**src/design/pfke_pkg.sv**
```systemverilog
package pfke_pkg;

    // Link encapsulation codes (link_type register)
    localparam logic [1:0] LINK_ETH = 2'd0;
    localparam logic [1:0] LINK_SLL = 2'd1;
    localparam logic [1:0] LINK_RAW = 2'd2;
    localparam logic [1:0] LINK_BAD = 2'd3;

    // Configuration register indexes
    localparam logic CFG_LINK_TYPE = 1'b0;
    localparam logic CFG_OWN_MAC   = 1'b1;

    // Innermost protocol codes
    localparam logic [3:0] PC_UNKNOWN = 4'd0;
    localparam logic [3:0] PC_ETHER   = 4'd1;
    localparam logic [3:0] PC_SLL     = 4'd2;
    localparam logic [3:0] PC_IP      = 4'd3;
    localparam logic [3:0] PC_IP6     = 4'd4;
    localparam logic [3:0] PC_ARP     = 4'd5;
    localparam logic [3:0] PC_TCP     = 4'd6;
    localparam logic [3:0] PC_UDP     = 4'd7;
    localparam logic [3:0] PC_ICMP    = 4'd8;
    localparam logic [3:0] PC_TCP6    = 4'd9;
    localparam logic [3:0] PC_UDP6    = 4'd10;
    localparam logic [3:0] PC_ICMP6   = 4'd11;

    // Direction codes
    localparam logic [1:0] DIR_UNKNOWN = 2'd0;
    localparam logic [1:0] DIR_RX      = 2'd1;
    localparam logic [1:0] DIR_TX      = 2'd2;

    // Which address width was captured
    localparam logic [1:0] AK_NONE = 2'd0;
    localparam logic [1:0] AK_V4   = 2'd1;
    localparam logic [1:0] AK_V6   = 2'd2;

    // Wire constants
    localparam logic [15:0] ETYPE_IP4  = 16'h0800;
    localparam logic [15:0] ETYPE_ARP  = 16'h0806;
    localparam logic [15:0] ETYPE_IP6  = 16'h86dd;
    localparam logic [15:0] ETYPE_VLAN = 16'h8100;
    localparam logic [15:0] SLL_ETHER  = 16'h0004;
    localparam logic [15:0] SLL_PKT_RX = 16'h0000;
    localparam logic [15:0] SLL_PKT_TX = 16'h0004;
    localparam logic [7:0]  IPP_ICMP   = 8'd1;
    localparam logic [7:0]  IPP_TCP    = 8'd6;
    localparam logic [7:0]  IPP_UDP    = 8'd17;
    localparam logic [7:0]  IPP_ICMP6  = 8'd58;
    localparam logic [3:0]  IPV4_VER   = 4'd4;
    localparam logic [3:0]  IPV6_VER   = 4'd6;

    // Only the first HEAD_BYTES bytes of a frame are visible to the parser
    localparam int HEAD_BYTES = 128;

    // Records between front and back
    localparam int Q_DEPTH = 2;

    typedef struct packed {
        logic         ok;
        logic [3:0]   proto;
        logic [1:0]   rxtx;
        logic [1:0]   akind;
        logic [127:0] src;
        logic [127:0] dst;
        logic [15:0]  sport;
        logic [15:0]  dport;
        logic [15:0]  poff;
        logic [15:0]  len;
        logic         known;
    } t_pfke_rec;

    typedef struct packed {
        logic         parse_ok;
        logic [3:0]   protocol_code;
        logic [1:0]   link_direction;
        logic         swapped;
        logic [127:0] src_addr;
        logic [127:0] dst_addr;
        logic [15:0]  src_port;
        logic [15:0]  dst_port;
        logic [15:0]  payload_offset;
        logic [15:0]  payload_length;
    } t_pfke_key;

endpackage

```
**src/design/pfke_front.sv**
```systemverilog
module pfke_front #(
    parameter int MAX_VLAN_TAGS = 2,
    parameter int LENGTH_BITS   = 16
) (
    input  logic                i_clk,
    input  logic                i_rst_n,
    input  logic                i_accept,
    input  logic [7:0]          i_data_byte,
    input  logic                i_last_byte,
    input  logic [1:0]          i_link_type,
    input  logic [47:0]         i_own_mac,
    output logic                o_push,
    output pfke_pkg::t_pfke_rec o_rec
);
    import pfke_pkg::*;

    localparam int LB = LENGTH_BITS;
    localparam int VW = $clog2(MAX_VLAN_TAGS + 1);

    typedef enum logic [3:0] {
        LY_ETH, LY_SLL, LY_RAW, LY_VLAN, LY_IP4, LY_IP4B,
        LY_IP6, LY_TCP, LY_UDP, LY_ICMP, LY_DONE
    } t_layer;

    typedef struct packed {
        t_layer ly;
        logic   ok;
        logic   arp;
        logic   vlan;
    } t_disp;

    // ethertype dispatch, shared by Ethernet and VLAN tags
    function automatic t_disp dispatch(input logic [15:0] typ, input logic vl_full);
        t_disp r;
        r = '{ly: LY_DONE, ok: 1'b0, arp: 1'b0, vlan: 1'b0};
        case (typ)
            ETYPE_IP4:  r.ly = LY_IP4;
            ETYPE_IP6:  r.ly = LY_IP6;
            ETYPE_ARP:  begin
                r.ok  = 1'b1;
                r.arp = 1'b1;
            end
            ETYPE_VLAN: begin
                if (!vl_full) begin
                    r.ly   = LY_VLAN;
                    r.vlan = 1'b1;
                end
            end
            default:    r.ly = LY_DONE;
        endcase
        return r;
    endfunction

    function automatic logic [7:0] mac_byte(input logic [47:0] mac, input logic [2:0] k);
        logic [7:0] b;
        case (k)
            3'd0:    b = mac[47:40];
            3'd1:    b = mac[39:32];
            3'd2:    b = mac[31:24];
            3'd3:    b = mac[23:16];
            3'd4:    b = mac[15:8];
            default: b = mac[7:0];
        endcase
        return b;
    endfunction

    // control
    logic [LB-1:0] r_off, n_off;
    t_layer        r_layer, n_layer, layer;
    logic [7:0]    r_base, n_base;
    logic [VW-1:0] r_vlans, n_vlans;
    logic          r_mdst, n_mdst, r_msrc, n_msrc;
    logic          r_ok, n_ok;
    logic [3:0]    r_proto, n_proto;
    logic [1:0]    r_rxtx, n_rxtx;
    logic [1:0]    r_akind, n_akind;
    logic [15:0]   r_sport, n_sport, r_dport, n_dport, r_poff, n_poff;
    // field captures
    logic [7:0]    r_hi, n_hi;
    logic [15:0]   r_pkt, n_pkt;
    logic [3:0]    r_hl, n_hl, r_thl, n_thl;
    logic          r_fragnz, n_fragnz, r_v6, n_v6;
    logic [7:0]    r_nxt, n_nxt;
    logic [31:0]   r_tport, n_tport;
    logic [127:0]  r_src, n_src, r_dst, n_dst;

    logic [7:0]    d;
    logic [LB-1:0] rel;
    logic [15:0]   typ;
    t_layer        start_layer;
    logic          do_disp, do_l4, src_we, dst_we, icmp_hit;
    logic [7:0]    disp_base, l4_base;
    logic [3:0]    aidx;
    t_disp         dr;

    always_comb begin
        unique case (i_link_type)
            LINK_ETH: start_layer = LY_ETH;
            LINK_SLL: start_layer = LY_SLL;
            LINK_RAW: start_layer = LY_RAW;
            default:  start_layer = LY_DONE;
        endcase
    end

    always_comb begin
        d     = (r_off < LB'(HEAD_BYTES)) ? i_data_byte : 8'h00;
        layer = (r_off == '0) ? start_layer : r_layer;
        rel   = r_off - LB'(r_base);
        typ   = {r_hi, d};
        n_off = (r_off == '1) ? r_off : r_off + 1'b1;
        n_layer = layer;  n_base = r_base;   n_vlans = r_vlans;
        n_mdst = r_mdst;  n_msrc = r_msrc;   n_ok = r_ok;
        n_proto = r_proto; n_rxtx = r_rxtx;  n_akind = r_akind;
        n_sport = r_sport; n_dport = r_dport; n_poff = r_poff;
        n_hi = r_hi; n_pkt = r_pkt; n_hl = r_hl; n_thl = r_thl;
        n_fragnz = r_fragnz; n_v6 = r_v6; n_nxt = r_nxt; n_tport = r_tport;
        n_src = r_src; n_dst = r_dst;
        do_disp = 1'b0; disp_base = r_base;
        do_l4 = 1'b0; l4_base = r_base;
        src_we = 1'b0; dst_we = 1'b0; aidx = '0;
        dr = dispatch(typ, r_vlans >= VW'(MAX_VLAN_TAGS));

        unique case (layer)
            LY_ETH: begin
                if (rel < LB'(6)) begin
                    n_mdst = r_mdst & (d == mac_byte(i_own_mac, 3'(rel)));
                end else if (rel < LB'(12)) begin
                    n_msrc = r_msrc & (d == mac_byte(i_own_mac, 3'(rel - LB'(6))));
                end else if (rel == LB'(12)) begin
                    n_hi = d;
                end else if (rel == LB'(13)) begin
                    if (r_msrc) begin
                        n_rxtx = DIR_TX;
                    end else if (r_mdst) begin
                        n_rxtx = DIR_RX;
                    end
                    n_proto   = PC_ETHER;
                    n_poff    = 16'(r_base) + 16'd14;
                    do_disp   = 1'b1;
                    disp_base = r_base + 8'd14;
                end
            end
            LY_VLAN: begin
                if (rel == LB'(2)) begin
                    n_hi = d;
                end else if (rel == LB'(3)) begin
                    do_disp   = 1'b1;
                    disp_base = r_base + 8'd4;
                end
            end
            LY_SLL: begin
                if (rel == LB'(0)) begin
                    n_pkt[15:8] = d;
                end else if (rel == LB'(1)) begin
                    n_pkt[7:0] = d;
                end else if (rel == LB'(14)) begin
                    n_hi = d;
                end else if (rel == LB'(15)) begin
                    if (r_pkt == SLL_PKT_RX) begin
                        n_rxtx = DIR_RX;
                    end else if (r_pkt == SLL_PKT_TX) begin
                        n_rxtx = DIR_TX;
                    end
                    n_proto = PC_SLL;
                    n_poff  = 16'd16;
                    n_base  = 8'd16;
                    n_ok    = 1'b0;
                    n_layer = LY_DONE;
                    if (typ == SLL_ETHER) begin
                        n_layer = LY_ETH;
                        n_mdst  = 1'b1;
                        n_msrc  = 1'b1;
                    end else if (typ == ETYPE_ARP) begin
                        n_proto = PC_ARP;
                        n_ok    = 1'b1;
                    end else if (typ == ETYPE_IP4) begin
                        n_layer = LY_IP4;
                    end
                end
            end
            LY_RAW: begin
                // first byte carries the version; IPv4 header length comes with it
                n_hl = d[3:0];
                if (d[7:4] == IPV4_VER) begin
                    n_layer = LY_IP4;
                end else if (d[7:4] == IPV6_VER) begin
                    n_layer = LY_IP6;
                end else begin
                    n_layer = LY_DONE;
                end
            end
            LY_IP4: begin
                if (rel == LB'(0)) n_hl = d[3:0];
                if (rel == LB'(6)) n_hi = d;
                if (rel == LB'(7)) n_fragnz = |{r_hi[4:0], d};
                if (rel == LB'(9)) n_nxt = d;
                if (rel >= LB'(12) && rel < LB'(16)) begin
                    src_we = 1'b1;
                    aidx   = 4'(rel - LB'(12));
                end
                if (rel >= LB'(16) && rel < LB'(20)) begin
                    dst_we = 1'b1;
                    aidx   = 4'(rel - LB'(16));
                end
                if (rel == LB'(19)) begin
                    if (r_hl < 4'd5) begin
                        n_layer = LY_DONE;
                        n_ok    = 1'b0;
                    end else begin
                        n_akind = AK_V4;
                        n_proto = PC_IP;
                        n_ok    = 1'b1;
                        if (r_hl == 4'd5) begin
                            if (r_fragnz) begin
                                n_layer = LY_DONE;
                            end else begin
                                do_l4   = 1'b1;
                                l4_base = r_base + 8'd20;
                            end
                        end else begin
                            n_layer = LY_IP4B;
                        end
                    end
                end
            end
            LY_IP4B: begin
                // options present: skip to the end of the header before the transport layer
                if (rel == LB'({r_hl, 2'b00} - 6'd1)) begin
                    if (r_fragnz) begin
                        n_layer = LY_DONE;
                    end else begin
                        do_l4   = 1'b1;
                        l4_base = r_base + {2'b00, r_hl, 2'b00};
                    end
                end
            end
            LY_IP6: begin
                if (rel == LB'(6)) n_nxt = d;
                if (rel >= LB'(8) && rel < LB'(24)) begin
                    src_we = 1'b1;
                    aidx   = 4'(rel - LB'(8));
                end
                if (rel >= LB'(24) && rel < LB'(40)) begin
                    dst_we = 1'b1;
                    aidx   = 4'(rel - LB'(24));
                end
                if (rel == LB'(39)) begin
                    n_akind = AK_V6;
                    n_proto = PC_IP6;
                    do_l4   = 1'b1;
                    l4_base = r_base + 8'd40;
                end
            end
            LY_TCP: begin
                if (rel == LB'(12)) n_thl = d[7:4];
                if (rel == LB'(19)) begin
                    n_layer = LY_DONE;
                    if (r_thl < 4'd5) begin
                        n_ok = 1'b0;
                    end else begin
                        n_ok    = 1'b1;
                        n_sport = r_tport[31:16];
                        n_dport = r_tport[15:0];
                        n_proto = r_v6 ? PC_TCP6 : PC_TCP;
                        n_poff  = 16'(r_base) + 16'({r_thl, 2'b00});
                    end
                end
            end
            LY_UDP: begin
                if (rel == LB'(7)) begin
                    n_layer = LY_DONE;
                    n_ok    = 1'b1;
                    n_sport = r_tport[31:16];
                    n_dport = r_tport[15:0];
                    n_proto = r_v6 ? PC_UDP6 : PC_UDP;
                    n_poff  = 16'(r_base) + 16'd8;
                end
            end
            LY_ICMP: begin
                if (rel == (r_v6 ? LB'(7) : LB'(27))) begin
                    n_layer = LY_DONE;
                    n_ok    = 1'b1;
                    n_sport = {8'h00, r_tport[31:24]};
                    n_dport = {8'h00, r_tport[31:24]};
                    n_proto = r_v6 ? PC_ICMP6 : PC_ICMP;
                end
            end
            default: ;
        endcase

        // transport ports and ICMP type sit in the first four bytes
        if ((layer == LY_TCP || layer == LY_UDP || layer == LY_ICMP) && rel < LB'(4)) begin
            case (rel[1:0])
                2'd0:    n_tport[31:24] = d;
                2'd1:    n_tport[23:16] = d;
                2'd2:    n_tport[15:8]  = d;
                default: n_tport[7:0]   = d;
            endcase
        end

        for (int k = 0; k < 16; k++) begin
            if (src_we && aidx == 4'(k)) n_src[127 - 8*k -: 8] = d;
            if (dst_we && aidx == 4'(k)) n_dst[127 - 8*k -: 8] = d;
        end

        if (do_disp) begin
            n_layer = dr.ly;
            n_ok    = dr.ok;
            n_base  = disp_base;
            if (dr.arp)  n_proto = PC_ARP;
            if (dr.vlan) n_vlans = r_vlans + 1'b1;
        end

        if (do_l4) begin
            icmp_hit = r_v6 ? 1'b0 : 1'b0;
            icmp_hit = (layer == LY_IP6) ? (r_nxt == IPP_ICMP6) : (r_nxt == IPP_ICMP);
            n_poff  = 16'(l4_base);
            n_sport = {8'h00, r_nxt};
            n_dport = {8'h00, r_nxt};
            n_base  = l4_base;
            n_v6    = (layer == LY_IP6);
            n_ok    = 1'b0;
            if (r_nxt == IPP_TCP) begin
                n_layer = LY_TCP;
            end else if (r_nxt == IPP_UDP) begin
                n_layer = LY_UDP;
            end else if (icmp_hit) begin
                n_layer = LY_ICMP;
            end else begin
                n_layer = LY_DONE;
                n_ok    = 1'b1;
            end
        end else begin
            icmp_hit = 1'b0;
        end
    end

    always_ff @(posedge i_clk) begin
        if (i_accept) begin
            r_hi <= n_hi;   r_pkt <= n_pkt;     r_hl <= n_hl;   r_thl <= n_thl;
            r_fragnz <= n_fragnz; r_v6 <= n_v6; r_nxt <= n_nxt; r_tport <= n_tport;
            r_src <= n_src; r_dst <= n_dst;
        end
        if (!i_rst_n || (i_accept && i_last_byte)) begin
            r_off <= '0;  r_layer <= LY_DONE; r_base <= '0; r_vlans <= '0;
            r_mdst <= 1'b1; r_msrc <= 1'b1; r_ok <= 1'b0; r_proto <= PC_UNKNOWN;
            r_rxtx <= DIR_UNKNOWN; r_akind <= AK_NONE;
            r_sport <= '0; r_dport <= '0; r_poff <= '0;
        end else if (i_accept) begin
            r_off <= n_off;  r_layer <= n_layer; r_base <= n_base; r_vlans <= n_vlans;
            r_mdst <= n_mdst; r_msrc <= n_msrc; r_ok <= n_ok; r_proto <= n_proto;
            r_rxtx <= n_rxtx; r_akind <= n_akind;
            r_sport <= n_sport; r_dport <= n_dport; r_poff <= n_poff;
        end
    end

    assign o_push = i_accept & i_last_byte;
    assign o_rec  = '{ok: n_ok, proto: n_proto, rxtx: n_rxtx, akind: n_akind,
                      src: n_src, dst: n_dst, sport: n_sport, dport: n_dport,
                      poff: n_poff, len: 16'(n_off), known: (i_link_type != LINK_BAD)};

endmodule

```
**src/design/pfke_queue.sv**
```systemverilog
module pfke_queue (
    input  logic                i_clk,
    input  logic                i_rst_n,
    input  logic                i_push,
    input  pfke_pkg::t_pfke_rec i_rec,
    input  logic                i_pop,
    output logic                o_full,
    output logic                o_valid,
    output pfke_pkg::t_pfke_rec o_rec
);
    import pfke_pkg::*;

    localparam int AW = $clog2(Q_DEPTH);

    t_pfke_rec     r_mem [Q_DEPTH];
    logic [AW-1:0] r_wp, r_rp;
    logic [AW:0]   r_cnt;
    logic          do_push, do_pop;

    assign o_full  = (r_cnt == (AW+1)'(Q_DEPTH));
    assign o_valid = (r_cnt != '0);
    assign o_rec   = r_mem[r_rp];
    assign do_push = i_push && !o_full;
    assign do_pop  = i_pop && o_valid;

    always_ff @(posedge i_clk) begin
        if (do_push) r_mem[r_wp] <= i_rec;
        if (!i_rst_n) begin
            r_wp  <= '0;
            r_rp  <= '0;
            r_cnt <= '0;
        end else begin
            if (do_push) r_wp <= (r_wp == AW'(Q_DEPTH - 1)) ? '0 : r_wp + 1'b1;
            if (do_pop)  r_rp <= (r_rp == AW'(Q_DEPTH - 1)) ? '0 : r_rp + 1'b1;
            r_cnt <= r_cnt + (AW+1)'(do_push) - (AW+1)'(do_pop);
        end
    end

endmodule

```
**src/design/pfke_back.sv**
```systemverilog
module pfke_back (
    input  logic                i_clk,
    input  logic                i_rst_n,
    input  logic                i_valid,
    input  pfke_pkg::t_pfke_rec i_rec,
    output logic                o_pop,
    input  logic                i_stall,
    output logic                o_valid,
    output pfke_pkg::t_pfke_key o_key
);
    import pfke_pkg::*;

    logic         r_valid;
    t_pfke_key    r_key, n_key;
    logic [127:0] src_m, dst_m;
    logic         gt, swap;

    always_comb begin
        case (i_rec.akind)
            AK_V4:   begin
                src_m = {i_rec.src[127:96], 96'h0};
                dst_m = {i_rec.dst[127:96], 96'h0};
            end
            AK_V6:   begin
                src_m = i_rec.src;
                dst_m = i_rec.dst;
            end
            default: begin
                src_m = '0;
                dst_m = '0;
            end
        endcase
        gt   = (src_m > dst_m) || (src_m == dst_m && i_rec.sport > i_rec.dport);
        swap = i_rec.known && (i_rec.rxtx != DIR_UNKNOWN || gt);
        n_key.parse_ok       = i_rec.ok;
        n_key.protocol_code  = i_rec.proto;
        n_key.link_direction = i_rec.rxtx;
        n_key.swapped        = swap;
        n_key.src_addr       = swap ? dst_m : src_m;
        n_key.dst_addr       = swap ? src_m : dst_m;
        n_key.src_port       = swap ? i_rec.dport : i_rec.sport;
        n_key.dst_port       = swap ? i_rec.sport : i_rec.dport;
        n_key.payload_offset = i_rec.poff;
        n_key.payload_length = (i_rec.len > i_rec.poff) ? i_rec.len - i_rec.poff : 16'h0;
    end

    assign o_pop = i_valid && (!r_valid || !i_stall);

    always_ff @(posedge i_clk) begin
        if (o_pop) r_key <= n_key;
        if (!i_rst_n) begin
            r_valid <= 1'b0;
        end else if (o_pop) begin
            r_valid <= 1'b1;
        end else if (!i_stall) begin
            r_valid <= 1'b0;
        end
    end

    assign o_valid = r_valid;
    assign o_key   = r_key;

endmodule

```
**src/design/packet_flow_key_extractor.sv**
```systemverilog
// Flow key extractor: one frame byte per cycle in while not stalled, one flow key per frame out.
// Throughput: one byte per cycle, back to back unless the queue is full; a key may follow every cycle unless stalled.
// The last-byte transaction writes the record into the queue; the key register loads it from the queue head.
// The 2-entry record queue stalls the byte input while full; it fills only while the key side is blocked.
// Reset (synchronous, active low) empties queue and output, restarts the front's byte
// offset, sets link_type to Ethernet and clears own_mac.
module packet_flow_key_extractor #(
    parameter int MAX_VLAN_TAGS = 2,
    parameter int LENGTH_BITS   = 16
) (
    input  logic        i_clk,
    input  logic        i_rst_n,
    // byte input
    input  logic        i_in_valid,
    output logic        o_in_stall,
    input  logic [7:0]  i_data_byte,
    input  logic        i_last_byte,
    // key output
    output logic        o_out_valid,
    input  logic        i_out_stall,
    output logic        o_parse_ok,
    output logic [3:0]  o_protocol_code,
    output logic [1:0]  o_link_direction,
    output logic        o_swapped,
    output logic [63:0] o_src_addr_hi,
    output logic [63:0] o_src_addr_lo,
    output logic [63:0] o_dst_addr_hi,
    output logic [63:0] o_dst_addr_lo,
    output logic [15:0] o_src_port,
    output logic [15:0] o_dst_port,
    output logic [15:0] o_payload_offset,
    output logic [15:0] o_payload_length,
    // register writes
    input  logic        i_cfg_valid,
    output logic        o_cfg_ready,
    input  logic        i_cfg_index,
    input  logic [47:0] i_cfg_data
);
    import pfke_pkg::*;

    logic [1:0]  r_link_type;
    logic [47:0] r_own_mac;
    logic        in_accept, push, q_full, q_valid, pop;
    t_pfke_rec   f_rec, q_rec;
    t_pfke_key   key;

    // the user must write registers only between frames; the block does not enforce it; always ready
    assign o_cfg_ready = 1'b1;

    always_ff @(posedge i_clk) begin
        if (!i_rst_n) begin
            r_link_type <= LINK_ETH;
            r_own_mac   <= '0;
        end else if (i_cfg_valid) begin
            unique case (i_cfg_index)
                CFG_LINK_TYPE: r_link_type <= i_cfg_data[1:0];
                default:       r_own_mac   <= i_cfg_data;
            endcase
        end
    end

    // stall on a full queue; only the last byte writes a record
    assign o_in_stall = q_full;
    assign in_accept  = i_in_valid && !q_full;

    // front: per-byte header walk, keeps a live "key if the frame ended here"
    pfke_front #(
        .MAX_VLAN_TAGS (MAX_VLAN_TAGS),
        .LENGTH_BITS   (LENGTH_BITS)
    ) u_front (
        .i_clk       (i_clk),
        .i_rst_n     (i_rst_n),
        .i_accept    (in_accept),
        .i_data_byte (i_data_byte),
        .i_last_byte (i_last_byte),
        .i_link_type (r_link_type),
        .i_own_mac   (r_own_mac),
        .o_push      (push),
        .o_rec       (f_rec)
    );

    pfke_queue u_queue (
        .i_clk   (i_clk),
        .i_rst_n (i_rst_n),
        .i_push  (push),
        .i_rec   (f_rec),
        .i_pop   (pop),
        .o_full  (q_full),
        .o_valid (q_valid),
        .o_rec   (q_rec)
    );

    // back: address masking, endpoint swap (known direction or canonical order), payload length, key register
    pfke_back u_back (
        .i_clk   (i_clk),
        .i_rst_n (i_rst_n),
        .i_valid (q_valid),
        .i_rec   (q_rec),
        .o_pop   (pop),
        .i_stall (i_out_stall),
        .o_valid (o_out_valid),
        .o_key   (key)
    );

    assign o_parse_ok       = key.parse_ok;
    assign o_protocol_code  = key.protocol_code;
    assign o_link_direction = key.link_direction;
    assign o_swapped        = key.swapped;
    assign o_src_addr_hi    = key.src_addr[127:64];
    assign o_src_addr_lo    = key.src_addr[63:0];
    assign o_dst_addr_hi    = key.dst_addr[127:64];
    assign o_dst_addr_lo    = key.dst_addr[63:0];
    assign o_src_port       = key.src_port;
    assign o_dst_port       = key.dst_port;
    assign o_payload_offset = key.payload_offset;
    assign o_payload_length = key.payload_length;

endmodule

```
**config.mk**
```make
export PLATFORM = sky130hd
export DESIGN_NAME = packet_flow_key_extractor
export DESIGN_NICKNAME = d
export VERILOG_FILES = /design/src/design/pfke_pkg.sv /design/src/design/pfke_front.sv /design/src/design/pfke_queue.sv /design/src/design/pfke_back.sv /design/src/design/packet_flow_key_extractor.sv
export SDC_FILE = /design/constraint.sdc
export NUM_CORES = 2
export LEC_CHECK = 0
export BUFFER_PORTS_ARGS = -buffer_cell sky130_fd_sc_hd__buf_2
export CAP_MARGIN = 5
export CORE_UTILIZATION = 42
export DETAILED_ROUTE_END_ITERATION = 6
export GPL_TIMING_DRIVEN = 0
export PLACE_DENSITY = 0.67
export SLEW_MARGIN = 20
export SYNTH_ARGS = -nofsm -noshare
export SYNTH_HDL_FRONTEND = slang
export SYNTH_SLANG_ARGS = --single-unit
```
**constraint.sdc**
```tcl
create_clock -name i_clk -period 69.7 [get_ports i_clk]
set_input_delay 17.425 -clock i_clk [delete_from_list [all_inputs] [get_ports i_clk]]
set_output_delay 17.425 -clock i_clk [all_outputs]
set_load 0.02 [all_outputs]
```
After elaboration in Yosys (flattened, before gate mapping)
Memory sizes are Yosys's and may differ from the RTL's. A register that Yosys moved wholly into a read port is not among the register bits.
Cells that the tools add are included.
{ "word_totals": {"register_bits": 802, "latchBits": 0, "mem_bits_rw": 660, "romBits": 0, "in_bits": 63, "n_memories": 1} }
{ "mem_list": {"columns": ["memory", "depth", "word_bits", "read_ports", "rd_ports_with_merged_regs", "wr", "line", "text"], "rows": [
  ["u_queue.r_mem", 2, 330, 1, 1, 1, "pfke_queue.sv:15", "t_pfke_rec r_mem [Q_DEPTH];"]
]} }
{ "op_classes": {"add_sub_neg": 22, "multipliers": 0, "div_mod_pow": 0, "magnitude_cmp": 18, "eq_ne": 98, "shifts": 0, "muxes": 240, "n_bitwise": 6, "n_reduce_logical": 91} }
{ "op_table": {"columns": ["cell", "count"], "rows": [
  ["$mux W8", 67],
  ["$pmux W128 S2", 2],
  ["$mux W16", 25],
  ["$mux W128", 2],
  ["$mux W4", 48],
  ["$eq A128 B128 Y1", 1],
  ["$gt A128 B128 Y1", 1],
  ["$pmux W16 S3", 2],
  ["$eq A16 B4 Y1 const B", 5],
  ["$pmux W8 S5", 2],
  ["$eq A16 B3 Y1 const B", 4],
  ["$pmux W16 S4", 1],
  ["$pmux W4 S7", 2],
  ["$mux W1", 52],
  ["$eq A16 B16 Y1 const B", 3],
  ["$logic_not A16 Y1", 3],
  ["$lt A16 B5 Y1 const B", 3],
  ["$eq A4 B3 Y1 const B", 11],
  ["$logic_and A1 B1 Y1", 44],
  ["$eq A4 B4 Y1 const B", 10],
  ["$mux W2", 18],
  ["$eq A16 B12 Y1 const B", 2],
  ["$eq A16 B2 Y1 const B", 2],
  ["$ge A16 B4 Y1 const B", 2],
  ["other kinds (77)", 163]
]} }

Depth between registers and ports, before layout
{ "depth": {"word_depth": 13, "depth_mapped": 27, "ltp_nobuf": 19} }

Modules after synthesis
A second synthesis with hierarchy kept.
{ "hier_totals": {"hier_cells": 4979, "area_unflattened_um2": 69301.5} }
{ "modules_own_cells": {"columns": ["mod", "instances", "cells_per_inst", "area_per_inst_um2", "seq_area_each_um2"], "rows": [
  ["pfke_queue", 1, 1054, 25584.5, 19919.1],
  ["pfke_front", 1, 2094, 22918.2, 11671.2],
  ["pfke_back", 1, 1602, 18790.5, 9869.5],
  ["packet_flow_key_extractor", 1, 229, 2008.2, 1001.0]
]} }

Worst setup path after synthesis
OpenSTA, ideal clock, no wires.
{ "synth_timing": {"path_kind": "input -> register", "startpoint": "input port i_out_stall", "endpoint": "register u_queue.r_cnt[1]", "arrival_time_ns": 35.834, "t_required_ns": 69.585, "path_slack_ns": 33.751, "path_stages": 7, "path_cell_list": "a21oi_1 ha_1 inv_1 ha_1 xnor2_1 xnor2_1 and2_1"} }
{ "synth_between": {"elab_chain_cells": 5} }
{ "synth_lines": {"columns": ["item", "line", "text"], "rows": [
  ["start, declared", "packet_flow_key_extractor.sv:20", "input logic i_out_stall,"],
  ["$logic_not A1 Y1", "pfke_back.sv:47", "assign o_pop = i_valid && (!r_valid || !i_stall);"],
  ["$logic_or A1 B1 Y1", "pfke_back.sv:47", null],
  ["$logic_and A1 B1 Y1", "pfke_back.sv:47", null],
  ["$logic_and A1 B1 Y1", "pfke_queue.sv:24", "assign do_pop = i_pop && o_valid;"],
  ["$sub A2 B1 Y2", "pfke_queue.sv:35", "r_cnt <= r_cnt + (AW+1)'(do_push) - (AW+1)'(do_pop);"],
  ["end signal, assigned", "pfke_queue.sv:35", null],
  ["end, declared", "pfke_queue.sv:17", "logic [AW:0] r_cnt;"]
]} }
Every way passes these cells.
A chain may end at the register's enable or synchronous reset.

Worst setup path in the final report
{ "layout_timing": {"startpoint": "input port i_rst_n", "endpoint": "register u_front.r_sport[7]"} }
{ "layout_between": {"elab_chain_cells": 2} }
{ "layout_lines": {"columns": ["item", "line", "text"], "rows": [
  ["start, declared", "packet_flow_key_extractor.sv:12", "input logic i_rst_n,"],
  ["$logic_not A1 Y1", null, null],
  ["$logic_or A1 B1 Y1", "pfke_front.sv:344", "if (!i_rst_n || (i_accept && i_last_byte)) begin"],
  ["end signal, assigned", "pfke_front.sv:353", "r_sport <= n_sport; r_dport <= n_dport; r_poff <= n_poff;"],
  ["end, declared", "pfke_front.sv:77", "logic [15:0] r_sport, n_sport, r_dport, n_dport, r_poff, n_poff;"]
]} }
Every way passes these cells.

==> results.sh <==
export IMPL_vias=44269
export IMPL_wl_per_cell_um=25.63
export IMPL_drv_cap=0
export IMPL_p_leak_uw=0.03006
export IMPL_cts_sinks=1462
export IMPL_htree_levels=4
export IMPL_netSwitchingFraction_pct=35.30
export IMPL_crit_slowest_cell="nand2_1"
export IMPL_post_synth_inst_count=4979
export IMPL_multi_input_area_sq_um=23070
export IMPL_worstSetupStartpointType="primary input"
export IMPL_route_detailed_drc=2
export IMPL_synth_top_area_share_pct=58.95
export IMPL_hp_class="reg -> reg"
export IMPL_core_area_sq_um=158600
export IMPL_ys_async_sr_fraction_pct=0
export IMPL_place_congestion=0.9587
export IMPL_cts_resized=0
export IMPL_via_per_inst=5.683
export IMPL_design_area_sq_um=78330
export IMPL_die_area_sq_um=161500
export IMPL_fin_skew_ns=0.04774
export IMPL_critPathTopFamily="simple AND/OR/NAND/NOR gates"
export IMPL_crit_path_max_fanout=10
export IMPL_routed_wl_um=199700
export IMPL_seq_area_sq_um=42460
export IMPL_die_height_um=401.8
export IMPL_place_ws_ns=49.07
export IMPL_yosysTopAreaCell="edfxtp_1"
export IMPL_crit_required_ns=70.44
export IMPL_dr_wl_met3_um=15730
export IMPL_ys_warn_count=0
export IMPL_seq_area_frac_synth_pct=63.25
export IMPL_max_clock_freq_mhz=49.66
export IMPL_violations="DRC"
export IMPL_rsz0062_at_grt="false"
export IMPL_track_usage_pct=24.33
export IMPL_cts_root_buffer="clkbuf_16"
export IMPL_wl_met1_um=85550
export IMPL_seqPwrFrac_pct=38.8
export IMPL_syn_to_final_growth_pct=16.67
export IMPL_slowest_delay_ns=0.81
export IMPL_clockBufferDepth=3
export IMPL_met2_length_um=91950
export IMPL_synth_enable_flop_cells=1318
export IMPL_post_cts_buffers=0
export IMPL_final_cells=7790
export IMPL_nNetsFinal=5844
export IMPL_synthesis_area_sq_um=67140
export IMPL_synth_area_leaders="edfxtp_1 59%, mux2_2 9.1%, mux2i_1 5.2%, dfxtp_1 4.3%, ha_1 3.7%"
export IMPL_drt_iter0_markers=3957
export IMPL_cp_data_arrival_time_ns=20.87
export IMPL_cts_tree="built"
export IMPL_period_share_pct=28.89
export IMPL_slew_viol_final=0
export IMPL_ys_seq_elements=1462
export IMPL_io_pins=394
export IMPL_p_comb_share_pct=34.4
export IMPL_hold_viol=0
export IMPL_grt_pass1_wl_um=290200
export IMPL_dieWidth_um=401.8
export IMPL_postRouteAntennaNets=0
export IMPL_clkPwrFrac_pct=26.8
export IMPL_first_pass_iters=7
export IMPL_clk_latency_ns=0.83
export IMPL_worst_slack_ns=49.56
export IMPL_slew_headroom_pct=15.20
export IMPL_fin_crit_ns=20.14
export IMPL_outcome="complete, but fails checks"
export IMPL_setup_viol=0
export IMPL_grt_overflow_total=0
export IMPL_io_buffers=391
export IMPL_synth_most_common_cell="edfxtp_1"
export IMPL_nFillCells=13734
export IMPL_internal_power_uw=2024
export IMPL_antenna_found_initial=18
export IMPL_core_rowCount=146
export IMPL_final_layout_size_suffix_gt1_share_pct=22.92
export IMPL_p_sw_uw=1104
export IMPL_place_inst=7496
export IMPL_top_layer="met5"
export IMPL_grt_max_degree=48
export IMPL_worst_pin_slew_ns=1.261
export IMPL_placed_cell_area_sq_um=73110
export IMPL_cp_cell_sequence="clkbuf_1, nand2_1, nor2_1, clkbuf_1, o21ai_0, o21ai_0"
export IMPL_grt_pass1_vias=43390
export IMPL_p_per_area_nw_per_um2=39.93
export IMPL_yosysUniqueCellTypes=100
export IMPL_synthesis_nets=5242
export IMPL_crit_type="in -> reg"
export IMPL_synthTopCellsByCount="1318 x edfxtp_1, 593 x nand2_1, 540 x mux2_2"
export IMPL_critical_path_buf_inv_count=2
export IMPL_worstSetupEndpointType="register"
export IMPL_holdBufCountCts=0
export IMPL_hpwlAfterDp_um=143300
export IMPL_start_util_pct=42.34
export IMPL_synth_ff_type="edfxtp_1"
export IMPL_ir_drop_uv=32.04
export IMPL_cts_made_buffers=155
export IMPL_clkTransAtPathRegs_ns=0.06
export IMPL_setup_tns_ns=0
export IMPL_avgSynthCellArea_sq_um=13.48
[layout make-up]
| type | instances | share of cell area (%) |
|---|---|---|
| Sequential cell | 1462 | 54.21 |
| Multi-Input combinational cell | 3069 | 29.45 |
| Inverter | 201 | 0.9632 |
| Clock inverter | 101 | 1.369 |
| Antenna cell | 6 | 0.01917 |
| Clock buffer | 187 | 5.262 |
| Tap cell | 2072 | 3.310 |
| Buffer | 247 | 1.279 |
| Timing Repair Buffer | 445 | 4.137 |
[logic make-up (layout without fill, tap and decap cells)]
group	after synthesis	after routing	synth area share [%]
DFF	1462	1462	63.25
and+or+nand+nor	1245	1245	8.659
muxes	892	892	14.32
AOI/OAI and AO/OA	653	653	6.413
buffers and inverters	448	1181	2.570
adders and majority gates	200	200	3.772
xor gates and xnor gates	77	77	1.005
other	2	8	0.01119
[final timing paths]
| path | start | end | slack (ns) | depth (start not counted) |
|---|---|---|---|---|
| min | u_front.r_poff[0] | u_front.r_poff[0] | 0.45 | 1 |
| max | i_rst_n | u_front.r_sport[7] | 49.56 | 6 |
| min reg2reg | u_front.r_poff[0] | u_front.r_poff[0] | 0.45 | 1 |
| max reg2reg | register | u_back.o_key[194] | 58.18 | 26 |
[flip-flops by register name, summed over array words and instances, names as in the netlist, 2 cells and up, named ones only]
register and cells:
u_front.r_dport 16, u_front.r_poff 16, u_front.r_pkt 16, u_front.r_hi 8, u_front.r_thl 4, u_front.r_src 128, u_front.r_akind 2, u_front.r_rxtx 2
u_front.r_layer 4, u_front.r_proto 4, u_back.o_key 328, r_own_mac 48, u_front.r_tport 32, u_queue.r_cnt 2, u_front.r_base 7, u_front.r_sport 16
u_front.r_nxt 8, u_front.r_off 16, u_front.r_vlans 2, u_front.r_dst 128, u_front.r_hl 4, r_link_type 2, u_queue.r_mem 660
[layer usage]
layer  global-route usage, %  vias to the layer above
met1                   33.69                    22246
met2                   38.44                     1808
met4                   8.096                        4
met5                       0                        -
met3                   4.598                      348
li1                        -                    19863
[per-stage QoR]
step / hold slack (ns) / utilization, % / total power [uW]
6_report: 0.4518 / 49.40 / 3128
5_1_grt: 0.4611 / 49.39 / 3260
4_1_cts: 0.4526 / 49.38 / 3145
3_5_place_dp: 0.4363 / 46.11 / 2303
3_3_place_gp: 0.4343 / 45.21 / 2370
2_1_floorplan: 0.4210 / - / 1966
[cells in the final DEF, fill, tap and decap left out, types with 24 or more instances in the layout]
cell type	netlist	final
nor2b_1	31	31
nand4_1	63	63
ha_1	196	196
nor3_1	68	63
buf_16	0	33
a21boi_0	54	54
a21oi_1	167	166
xor2_1	29	29
edfxtp_1	1318	1318
nand2_1	593	593
clkinv_1	3	46
o21ai_0	138	137
nor2_1	220	219
xnor2_1	48	45
a21o_1	61	61
dfxtp_1	144	144
inv_1	198	198
and3_1	28	27
mux2i_1	351	351
buf_1	33	32
clkbuf_1	201	201
nor4_1	32	31
clkbuf_16	0	157
nand3_1	72	72
and2_1	36	36
clkbuf_2	2	24
mux2_2	540	540
buf_2	6	398
[power by group through the flow]
stage                     Combinational (uW)  Clock, uW  Sequential [uW]
after CTS                               1080        852             1220
after global routing                    1150        884             1230
after global placement                  1010          0             1360
after detailed placement                1070          0             1230
final                                   1080        838             1210
after floorplan                          561          0             1410
Power figures use the tool's default switching activity.
